===== config.mk =====
export PLATFORM = sky130hd
export DESIGN_NAME = recent_list_with_use_counts
export DESIGN_NICKNAME = d
export VERILOG_FILES = /design/src/rtl/rlc_pkg.sv /design/src/rtl/rlc_ram.sv /design/src/rtl/recent_list_with_use_counts.sv
export VERILOG_INCLUDE_DIRS = /design/src /design/src/rtl
export SDC_FILE = /design/constraint.sdc
export NUM_CORES = 2
export LEC_CHECK = 0
export BUFFER_PORTS_ARGS = -buffer_cell sky130_fd_sc_hd__buf_4
export CELL_PAD_IN_SITES_DETAIL_PLACEMENT = 1
export CELL_PAD_IN_SITES_GLOBAL_PLACEMENT = 2
export CORE_ASPECT_RATIO = 0.8
export CORE_MARGIN = 3
export CORE_UTILIZATION = 54
export CTS_BUF_LIST = sky130_fd_sc_hd__clkbuf_8
export DETAILED_ROUTE_END_ITERATION = 16
export GPL_TIMING_DRIVEN = 0
export PLACE_DENSITY_LB_ADDON = 0.3
export SETUP_SLACK_MARGIN = 0.4
export SLEW_MARGIN = 20
export SYNTH_ARGS = -nofsm -noshare
export SYNTH_HDL_FRONTEND = slang
export SYNTH_SLANG_ARGS = --single-unit
export TNS_END_PERCENT = 50

===== constraint.sdc =====
create_clock -name i_clk -period 19 [get_ports i_clk]
set_clock_uncertainty 0.15 [all_clocks]
set_input_delay 5.7 -clock i_clk [delete_from_list [all_inputs] [get_ports i_clk]]
set_output_delay 5.7 -clock i_clk [all_outputs]
set_load 0.01 [all_outputs]

===== src/rtl/recent_list_with_use_counts_assert.svh =====
// ----------------------------------------------------------------------------
// recent list assertion macros
// concurrent assertion helpers, empty when SYNTHESIS is defined
// ----------------------------------------------------------------------------
`ifndef RECENT_LIST_WITH_USE_COUNTS_ASSERT_SVH
`define RECENT_LIST_WITH_USE_COUNTS_ASSERT_SVH

`ifndef SYNTHESIS

// property holds at every clock edge out of reset
`define RLC_ASSERT(lbl, clk, rstn, prop) \
    lbl: assert property (@(posedge clk) disable iff (!(rstn)) (prop)) \
        else $error("assertion failed");

// same-cycle implication
`define RLC_ASSERT_IMP(lbl, clk, rstn, ante, cons) \
    lbl: assert property (@(posedge clk) disable iff (!(rstn)) (ante) |-> (cons)) \
        else $error("assertion failed");

// next-cycle implication
`define RLC_ASSERT_NXT(lbl, clk, rstn, ante, cons) \
    lbl: assert property (@(posedge clk) disable iff (!(rstn)) (ante) |=> (cons)) \
        else $error("assertion failed");

`else

`define RLC_ASSERT(lbl, clk, rstn, prop)
`define RLC_ASSERT_IMP(lbl, clk, rstn, ante, cons)
`define RLC_ASSERT_NXT(lbl, clk, rstn, ante, cons)

`endif

`endif


===== src/rtl/rlc_pkg.sv =====
// ----------------------------------------------------------------------------
// rlc_pkg
// shared types and constants of the recent list with use counters
// ----------------------------------------------------------------------------
package rlc_pkg;

    localparam int RECENT_DEPTH_DEF  = 16;
    localparam int COUNT_ENTRIES_DEF = 64;

    localparam int KEY_W   = 32;
    localparam int COUNT_W = 16;
    localparam int POS_W   = 4;
    localparam int USED_W  = 5;
    localparam int CENT_W  = KEY_W + COUNT_W;

    localparam logic [COUNT_W-1:0] COUNT_MAX = '1;

    localparam logic FUNC_PLAY  = 1'b0;
    localparam logic FUNC_QUERY = 1'b1;

    typedef struct packed {
        logic             func;
        logic [KEY_W-1:0] game_hash;
    } t_in;

    typedef struct packed {
        logic [COUNT_W-1:0] play_count;
        logic               was_recent;
        logic [POS_W-1:0]   old_position;
        logic               evicted_valid;
        logic [KEY_W-1:0]   evicted_hash;
        logic               table_full;
        logic [USED_W-1:0]  recent_used;
    } t_out;

endpackage


===== src/rtl/rlc_ram.sv =====
// ----------------------------------------------------------------------------
// rlc_ram
// generic single-write, single-read ram with registered read data
// ----------------------------------------------------------------------------
module rlc_ram #(
    parameter int  WIDTH = 32,
    parameter int  DEPTH = 16,
    localparam int AW    = (DEPTH > 1) ? $clog2(DEPTH) : 1
) (
    input  logic             i_clk,
    input  logic             i_wr_en,
    input  logic [AW-1:0]    i_wr_addr,
    input  logic [WIDTH-1:0] i_wr_data,
    input  logic             i_rd_en,
    input  logic [AW-1:0]    i_rd_addr,
    output logic [WIDTH-1:0] o_rd_data
);

    logic [WIDTH-1:0] r_mem [DEPTH];
    logic [WIDTH-1:0] r_rd_data;

    always_ff @(posedge i_clk) begin
        if (i_wr_en) begin
            r_mem[i_wr_addr] <= i_wr_data;
        end
        if (i_rd_en) begin
            r_rd_data <= r_mem[i_rd_addr];
        end
    end

    assign o_rd_data = r_rd_data;

endmodule


===== src/rtl/recent_list_with_use_counts.sv =====
// ----------------------------------------------------------------------------
// recent_list_with_use_counts
// move-to-front recent list with saturating per-key use counters
// ----------------------------------------------------------------------------
// A play item scans the list ram for its key (the whole list on a miss),
// moves the entries in front of the position the key moves from (the list
// tail for a new key once the list is full) back by one, writes the key to
// the front and then scans the counter ram (all entries in use on a miss).
// A query item only scans the counter ram. One shared 32-bit key
// comparator walks the list ram and then the counter ram one entry per
// cycle, and the single write port of the list ram moves one entry per
// cycle during the move to front. Input ready is high only between items; a
// finished result waits in the output register while the next item is
// already being worked on. No clearing pass is needed after reset.
`include "recent_list_with_use_counts_assert.svh"

module recent_list_with_use_counts #(
    parameter int RECENT_DEPTH  = rlc_pkg::RECENT_DEPTH_DEF,
    parameter int COUNT_ENTRIES = rlc_pkg::COUNT_ENTRIES_DEF
) (
    input  logic          i_clk,
    input  logic          i_rst_n,
    input  logic          i_in_valid,
    output logic          o_in_ready,
    input  rlc_pkg::t_in  i_in_data,
    output logic          o_out_valid,
    input  logic          i_out_ready,
    output rlc_pkg::t_out o_out_data
);

    import rlc_pkg::*;

    localparam int RA = (RECENT_DEPTH > 1) ? $clog2(RECENT_DEPTH) : 1;
    localparam int RL = $clog2(RECENT_DEPTH + 1);
    localparam int CA = (COUNT_ENTRIES > 1) ? $clog2(COUNT_ENTRIES) : 1;
    localparam int CL = $clog2(COUNT_ENTRIES + 1);

    localparam logic [RL-1:0] RLEN_MAX  = RL'(RECENT_DEPTH);
    localparam logic [CL-1:0] CUSED_MAX = CL'(COUNT_ENTRIES);

    localparam logic [2:0] S_IDLE  = 3'd0;
    localparam logic [2:0] S_RSCAN = 3'd1;
    localparam logic [2:0] S_SHIFT = 3'd2;
    localparam logic [2:0] S_CSCAN = 3'd3;
    localparam logic [2:0] S_DONE  = 3'd4;

    // control
    logic [2:0]    r_state, n_state;
    logic [RL-1:0] r_rlen, n_rlen;
    logic [CL-1:0] r_cused, n_cused;
    logic          r_rpend, n_rpend;
    logic          r_cpend, n_cpend;
    logic          r_ovalid, n_ovalid;

    // payload
    logic             r_func, n_func;
    logic [KEY_W-1:0] r_key, n_key;
    logic [RL-1:0]    r_ridx, n_ridx;
    logic [RL-1:0]    r_rpidx, n_rpidx;
    logic [CL-1:0]    r_cidx, n_cidx;
    logic [CL-1:0]    r_cpidx, n_cpidx;
    t_out             r_res, n_res;
    t_out             r_out, n_out;

    // list ram
    logic             rr_wr_en, rr_rd_en;
    logic [RA-1:0]    rr_wr_addr, rr_rd_addr;
    logic [KEY_W-1:0] rr_wr_data, rr_rd_data;

    // counter ram, key in the upper bits
    logic              cr_wr_en, cr_rd_en;
    logic [CA-1:0]     cr_wr_addr, cr_rd_addr;
    logic [CENT_W-1:0] cr_wr_data, cr_rd_data;

    logic [KEY_W-1:0]         cmp_key;
    logic                     key_eq;
    logic [COUNT_W-1:0]       c_val, c_inc;
    logic [RA+POS_W-1:0]      pos_ext;
    logic [RL+USED_W-1:0]     used_ext;

    rlc_ram #(
        .WIDTH (KEY_W),
        .DEPTH (RECENT_DEPTH)
    ) u_list_ram (
        .i_clk     (i_clk),
        .i_wr_en   (rr_wr_en),
        .i_wr_addr (rr_wr_addr),
        .i_wr_data (rr_wr_data),
        .i_rd_en   (rr_rd_en),
        .i_rd_addr (rr_rd_addr),
        .o_rd_data (rr_rd_data)
    );

    rlc_ram #(
        .WIDTH (CENT_W),
        .DEPTH (COUNT_ENTRIES)
    ) u_count_ram (
        .i_clk     (i_clk),
        .i_wr_en   (cr_wr_en),
        .i_wr_addr (cr_wr_addr),
        .i_wr_data (cr_wr_data),
        .i_rd_en   (cr_rd_en),
        .i_rd_addr (cr_rd_addr),
        .o_rd_data (cr_rd_data)
    );

    // one comparator serves both scans
    assign cmp_key = (r_state == S_RSCAN) ? rr_rd_data : cr_rd_data[CENT_W-1:COUNT_W];
    assign key_eq  = (cmp_key == r_key);

    assign c_val    = cr_rd_data[COUNT_W-1:0];
    assign c_inc    = (c_val == COUNT_MAX) ? c_val : c_val + 1'b1;
    assign pos_ext  = {{POS_W{1'b0}}, r_rpidx[RA-1:0]};
    assign used_ext = {{USED_W{1'b0}}, r_rlen};

    always_comb begin
        n_state  = r_state;
        n_rlen   = r_rlen;
        n_cused  = r_cused;
        n_rpend  = r_rpend;
        n_cpend  = r_cpend;
        n_ovalid = r_ovalid;
        n_func   = r_func;
        n_key    = r_key;
        n_ridx   = r_ridx;
        n_rpidx  = r_rpidx;
        n_cidx   = r_cidx;
        n_cpidx  = r_cpidx;
        n_res    = r_res;
        n_out    = r_out;

        rr_wr_en   = 1'b0;
        rr_wr_addr = '0;
        rr_wr_data = '0;
        rr_rd_en   = 1'b0;
        rr_rd_addr = '0;
        cr_wr_en   = 1'b0;
        cr_wr_addr = '0;
        cr_wr_data = '0;
        cr_rd_en   = 1'b0;
        cr_rd_addr = '0;

        if (i_out_ready) begin
            n_ovalid = 1'b0;
        end

        unique case (r_state)
            S_IDLE: begin
                if (i_in_valid) begin
                    n_func  = i_in_data.func;
                    n_key   = i_in_data.game_hash;
                    n_ridx  = '0;
                    n_rpend = 1'b0;
                    n_cidx  = '0;
                    n_cpend = 1'b0;
                    n_res   = '0;
                    n_state = (i_in_data.func == FUNC_QUERY) ? S_CSCAN : S_RSCAN;
                end
            end

            S_RSCAN: begin
                if (r_rpend && key_eq) begin
                    n_res.was_recent   = 1'b1;
                    n_res.old_position = pos_ext[POS_W-1:0];
                    n_ridx             = r_rpidx;
                    n_rpend            = 1'b0;
                    n_state            = S_SHIFT;
                end else if (r_ridx == r_rlen) begin
                    // miss: the read register holds the tail entry when full
                    if (r_rlen == RLEN_MAX) begin
                        n_res.evicted_valid = 1'b1;
                        n_res.evicted_hash  = rr_rd_data;
                        n_ridx              = RLEN_MAX - 1'b1;
                    end else begin
                        n_ridx = r_rlen;
                        n_rlen = r_rlen + 1'b1;
                    end
                    n_rpend = 1'b0;
                    n_state = S_SHIFT;
                end else begin
                    rr_rd_en   = 1'b1;
                    rr_rd_addr = r_ridx[RA-1:0];
                    n_rpidx    = r_ridx;
                    n_ridx     = r_ridx + 1'b1;
                    n_rpend    = 1'b1;
                end
            end

            S_SHIFT: begin
                // r_ridx is the next slot to fill from the one above it
                if (r_rpend) begin
                    rr_wr_en   = 1'b1;
                    rr_wr_addr = r_rpidx[RA-1:0];
                    rr_wr_data = rr_rd_data;
                end
                if (r_ridx != '0) begin
                    rr_rd_en   = 1'b1;
                    rr_rd_addr = RA'(r_ridx - 1'b1);
                    n_rpidx    = r_ridx;
                    n_ridx     = r_ridx - 1'b1;
                    n_rpend    = 1'b1;
                end else begin
                    n_rpend = 1'b0;
                    if (!r_rpend) begin
                        rr_wr_en   = 1'b1;
                        rr_wr_addr = '0;
                        rr_wr_data = r_key;
                        n_state    = S_CSCAN;
                    end
                end
            end

            S_CSCAN: begin
                if (r_cpend && key_eq) begin
                    if (r_func == FUNC_PLAY) begin
                        cr_wr_en         = 1'b1;
                        cr_wr_addr       = r_cpidx[CA-1:0];
                        cr_wr_data       = {r_key, c_inc};
                        n_res.play_count = c_inc;
                    end else begin
                        n_res.play_count = c_val;
                    end
                    n_cpend = 1'b0;
                    n_state = S_DONE;
                end else if (r_cidx == r_cused) begin
                    if (r_func == FUNC_QUERY) begin
                        n_res.play_count = '0;
                    end else if (r_cused != CUSED_MAX) begin
                        cr_wr_en         = 1'b1;
                        cr_wr_addr       = r_cused[CA-1:0];
                        cr_wr_data       = {r_key, COUNT_W'(1)};
                        n_cused          = r_cused + 1'b1;
                        n_res.play_count = COUNT_W'(1);
                    end else begin
                        n_res.table_full = 1'b1;
                        n_res.play_count = '0;
                    end
                    n_cpend = 1'b0;
                    n_state = S_DONE;
                end else begin
                    cr_rd_en   = 1'b1;
                    cr_rd_addr = r_cidx[CA-1:0];
                    n_cpidx    = r_cidx;
                    n_cidx     = r_cidx + 1'b1;
                    n_cpend    = 1'b1;
                end
            end

            S_DONE: begin
                if (!r_ovalid || i_out_ready) begin
                    n_out             = r_res;
                    n_out.recent_used = used_ext[USED_W-1:0];
                    n_ovalid          = 1'b1;
                    n_state           = S_IDLE;
                end
            end

            default: begin
                n_state = S_IDLE;
            end
        endcase
    end

    always_ff @(posedge i_clk) begin
        if (!i_rst_n) begin
            r_state  <= S_IDLE;
            r_rlen   <= '0;
            r_cused  <= '0;
            r_rpend  <= 1'b0;
            r_cpend  <= 1'b0;
            r_ovalid <= 1'b0;
        end else begin
            r_state  <= n_state;
            r_rlen   <= n_rlen;
            r_cused  <= n_cused;
            r_rpend  <= n_rpend;
            r_cpend  <= n_cpend;
            r_ovalid <= n_ovalid;
        end
    end

    always_ff @(posedge i_clk) begin
        r_func  <= n_func;
        r_key   <= n_key;
        r_ridx  <= n_ridx;
        r_rpidx <= n_rpidx;
        r_cidx  <= n_cidx;
        r_cpidx <= n_cpidx;
        r_res   <= n_res;
        r_out   <= n_out;
    end

    assign o_in_ready  = (r_state == S_IDLE);
    assign o_out_valid = r_ovalid;
    assign o_out_data  = r_out;

    `RLC_ASSERT(a_rlen_range, i_clk, i_rst_n, r_rlen <= RLEN_MAX)
    `RLC_ASSERT(a_cused_range, i_clk, i_rst_n, r_cused <= CUSED_MAX)
    `RLC_ASSERT_NXT(a_rlen_only_in_scan, i_clk, i_rst_n,
        r_state != S_RSCAN, $stable(r_rlen))
    `RLC_ASSERT_IMP(a_full_only_when_full, i_clk, i_rst_n,
        r_state == S_DONE && r_res.table_full, r_cused == CUSED_MAX)
    `RLC_ASSERT_IMP(a_hit_no_evict, i_clk, i_rst_n,
        r_state == S_DONE, !(r_res.was_recent && r_res.evicted_valid))

endmodule


==> impl_metrics.tcl <==
set metrics [dict create \
    status "finished, final reports clean" \
    cp_slowest_cell "a311oi_1" \
    synthArstFlopShare 0 \
    area_growth_pct 15.7 \
    rsz0062_at_grt "false" \
    path_clk_slew_ns 0.06 \
    synth.avg_cell_area_um2 16.8 \
    drtAntennaViolNets 0 \
    leakage_uw 0.0507 \
    clock-sinks 3853 \
    synth_cell_types 85 \
    start_util 0.544 \
    post-place-ws_ns 11.08 \
    yosysWarnings 0 \
    fmax_mhz 113 \
    grt_use_total 0.427 \
    post_cts_resized 0 \
    switching_share 0.352 \
    pwr-share-seq 0.455 \
    drc 0 \
    coreArea_um2 279000 \
    finalNonFillerCells 14300 \
    maxSlewHeadroom 0.0678 \
    htreeDepth 6 \
    finalSetupViolCount 0 \
    fill_cells 24500 \
    p_switching_uw 7510 \
    gr-total-overflow 0 \
    hp-class "flop to flop" \
    postCtsSetupBuffers 0 \
    fin_crit_ns 8.84 \
    synth_nets 9065 \
    clkPwrFrac 0.302 \
    synth_flop_cell "edfxtp_1" \
    wl_per_cell_um 43.7 \
    drt_iter0_drc 20400 \
    placedCellCount 13100 \
    synth_edf_count 3835 \
    drv_cap 0 \
    drive_gt1_frac 0.190 \
    numCtsBuffers 597 \
    place.gp.congestion 1.05 \
    dieHeight_um 480 \
    cts_tree "done" \
    via_per_inst 7.28 \
    p_per_area_nw_per_um2 122 \
    setup_ws_ns 10.16 \
    antenna_found_initial 88 \
    synth-seq-area-share 0.762 \
    worstMarginPinSlew_ns 1.40 \
    crit_path_start_kind "flop" \
    grt_pass1_wl_um 830000 \
    drv_slew 0 \
    ir_drop_mv 0.0813 \
    fp.dieArea_um2 287000 \
    fp.dieW_um 598 \
    ys_ff_latch 3853 \
    cts_hold_buffers 0 \
    worstPathCellList "clkbuf_1, nor4bb_4, o2bb2ai_1, o22ai_1, nor4_2, nand4_2, o21ai_4, buf_4, buf_2, buf_2, o22ai_1, a21oi_1, o31ai_1, a311oi_1" \
    routed_wl_um 623000 \
    path_class "flop to flop" \
    nets 10100 \
    comb_power_share 0.243 \
    cp.arrival_ns 9.40 \
    fin_tns_setup_ns 0 \
    slowest_delay_ns 1.05 \
    worstPathRequired_ns 19.56 \
    p_int_uw 13800 \
    rows 173 \
    cp_num_buf_inv 4 \
    finalHoldViolations 0 \
    grt_max_degree 65 \
    netlist_instances 9019 \
    clock_path_buffers 4 \
    final.period_utilization 0.465 \
    path_max_fanout 12 \
    clock_latency_ns 1.10 \
    vias 104000 \
    hpwl_um 446000 \
    cp-end-kind "flop" \
    grt_pass1_vias 99400 \
    synthesis.area_um2 152000 \
    io_pins 99 \
    path_delay_family "compound AO/OA/AOI/OAI gates" \
    port_buffers 98 \
    dr.pass1.iters 9 \
    root_buffer "clkbuf_8" \
]
[cells in the mapped netlist, drive strengths merged, types with 79 or more instances]
library cell,n,area (um^2)
edfxtp,3835,115000
nor2,672,2520
a21oi,647,3240
mux2i,641,6420
clkbuf,409,1540
o22ai,352,2200
o21ai,274,1400
buf,220,1090
mux2,193,2170
mux4,180,4050
o211ai,180,1370
o32ai,178,1560
nand2,175,659
o221ai,113,990
nor3,79,395
[placed cells by master, fill, tap and decap left out, drive strengths merged, types with 13 or more instances in the layout]
cell type	count
edfxtp	3835
a31oi	25
inv	258
diode	75
clkinvlp	16
clkinv	200
a22oi	71
nand2	175
mux2	193
o311a	22
o221ai	113
a21oi	647
a221oi	31
xor2	20
o32ai	178
a211o	17
o311ai	77
o2bb2ai	33
nor2	672
nor4bb	26
mux2i	641
a21o	13
o211ai	180
nor3	79
mux4	180
a2111oi	14
o21ai	274
and2	56
nand3	76
a22o	33
buf	640
a211oi	78
dfxtp	18
o22ai	352
xnor2	26
nand2b	58
or2	14
clkbuf	1030
[worst paths after layout]
path / from / endpoint / slack [ns] / cells past startpoint
setup / recovery: r_state[0]$_SDFFE_PN0P_ / u_count_ram.o_rd_data[32]$_DFFE_PP_ / 10.16 / 14
hold / removal: r_res[27]$_SDFFCE_PN0P_ / o_out_data[27]$_DFFE_PP_ / 0.25 / 0
setup reg to reg: r_state[0]$_SDFFE_PN0P_ / u_count_ram.o_rd_data[32]$_DFFE_PP_ / 10.16 / 14
hold reg to reg: r_res[27]$_SDFFCE_PN0P_ / o_out_data[27]$_DFFE_PP_ / 0.25 / 0
[metal layers]
| metal | share of wire | GRT usage | vias up |
|---|---|---|---|
| met4 | 0.073 | 0.257 | 56 |
| met2 | 0.39 | 0.555 | 10100 |
| li1 | - | - | 38700 |
| met5 | 0.0013 | 0.00978 | - |
| met3 | 0.18 | 0.211 | 2055 |
| met1 | 0.36 | 0.572 | 52800 |
[cell type report]
class,count,area [um^2],share of cell area
timing repair buffer,424,7210,0.0411
antenna,75,188,0.00107
tap,3675,4600,0.0262
inverter,40,150,0.000856
sequential,3853,116000,0.659
multi-input combinational,4497,34500,0.196
buffer,629,2790,0.0159
clock buffer,618,8510,0.0485
clock inverter,439,2000,0.0114
[registers in the layout (all words and copies together) (netlist names), 7 cells and up]
| name | flops |
|---|---|
| r_cidx | 7 |
| u_count_ram.o_rd_data | 48 |
| u_list_ram.o_rd_data | 32 |
| o_out_data | 60 |
| r_key | 32 |
| u_count_ram.r_mem | 3072 |
| r_res | 55 |
| r_cused | 7 |
| u_list_ram.r_mem | 512 |
[power groups by stage]
stage	clock, uW	combinational [uW]	sequential [uW]
2_1_floorplan	0	2280	9740
3_3_place_gp	0	4480	9860
3_5_place_dp	0	4780	9860
4_1_cts	6420	4810	9690
5_1_grt	6810	5110	9700
6_report	6450	5190	9710
[metrics by stage]
stage | power (uW) | instance area, um^2 | hold slack [ns] | util
2_1_floorplan | 12000 | 152000 | 0.250 | -
3_3_place_gp | 14300 | 157000 | 0.254 | 0.563
3_5_place_dp | 14600 | 165000 | 0.256 | 0.591
4_1_cts | 20900 | 175000 | 0.258 | 0.629
5_1_grt | 21600 | 175000 | 0.274 | 0.629
6_report | 21400 | 175000 | 0.250 | 0.630
[logic make-up (layout without fill, tap and decap cells)]
group | count (synthesis) | after routing | synth area share
flip-flops | 3853 | 3853 | 0.762
multiplexers | 1014 | 1014 | 0.0834
AND/OR/NAND/NOR | 1222 | 1222 | 0.0365
adder cells (fa/ha/maj) | 9 | 9 | 0.000743
AO/OA/AOI/OAI | 2206 | 2206 | 0.0964
buffers and inverters | 669 | 2150 | 0.0183
XOR/XNOR | 46 | 46 | 0.00266
other | 0 | 75 | 0
Power figures use the tool's default switching activity.
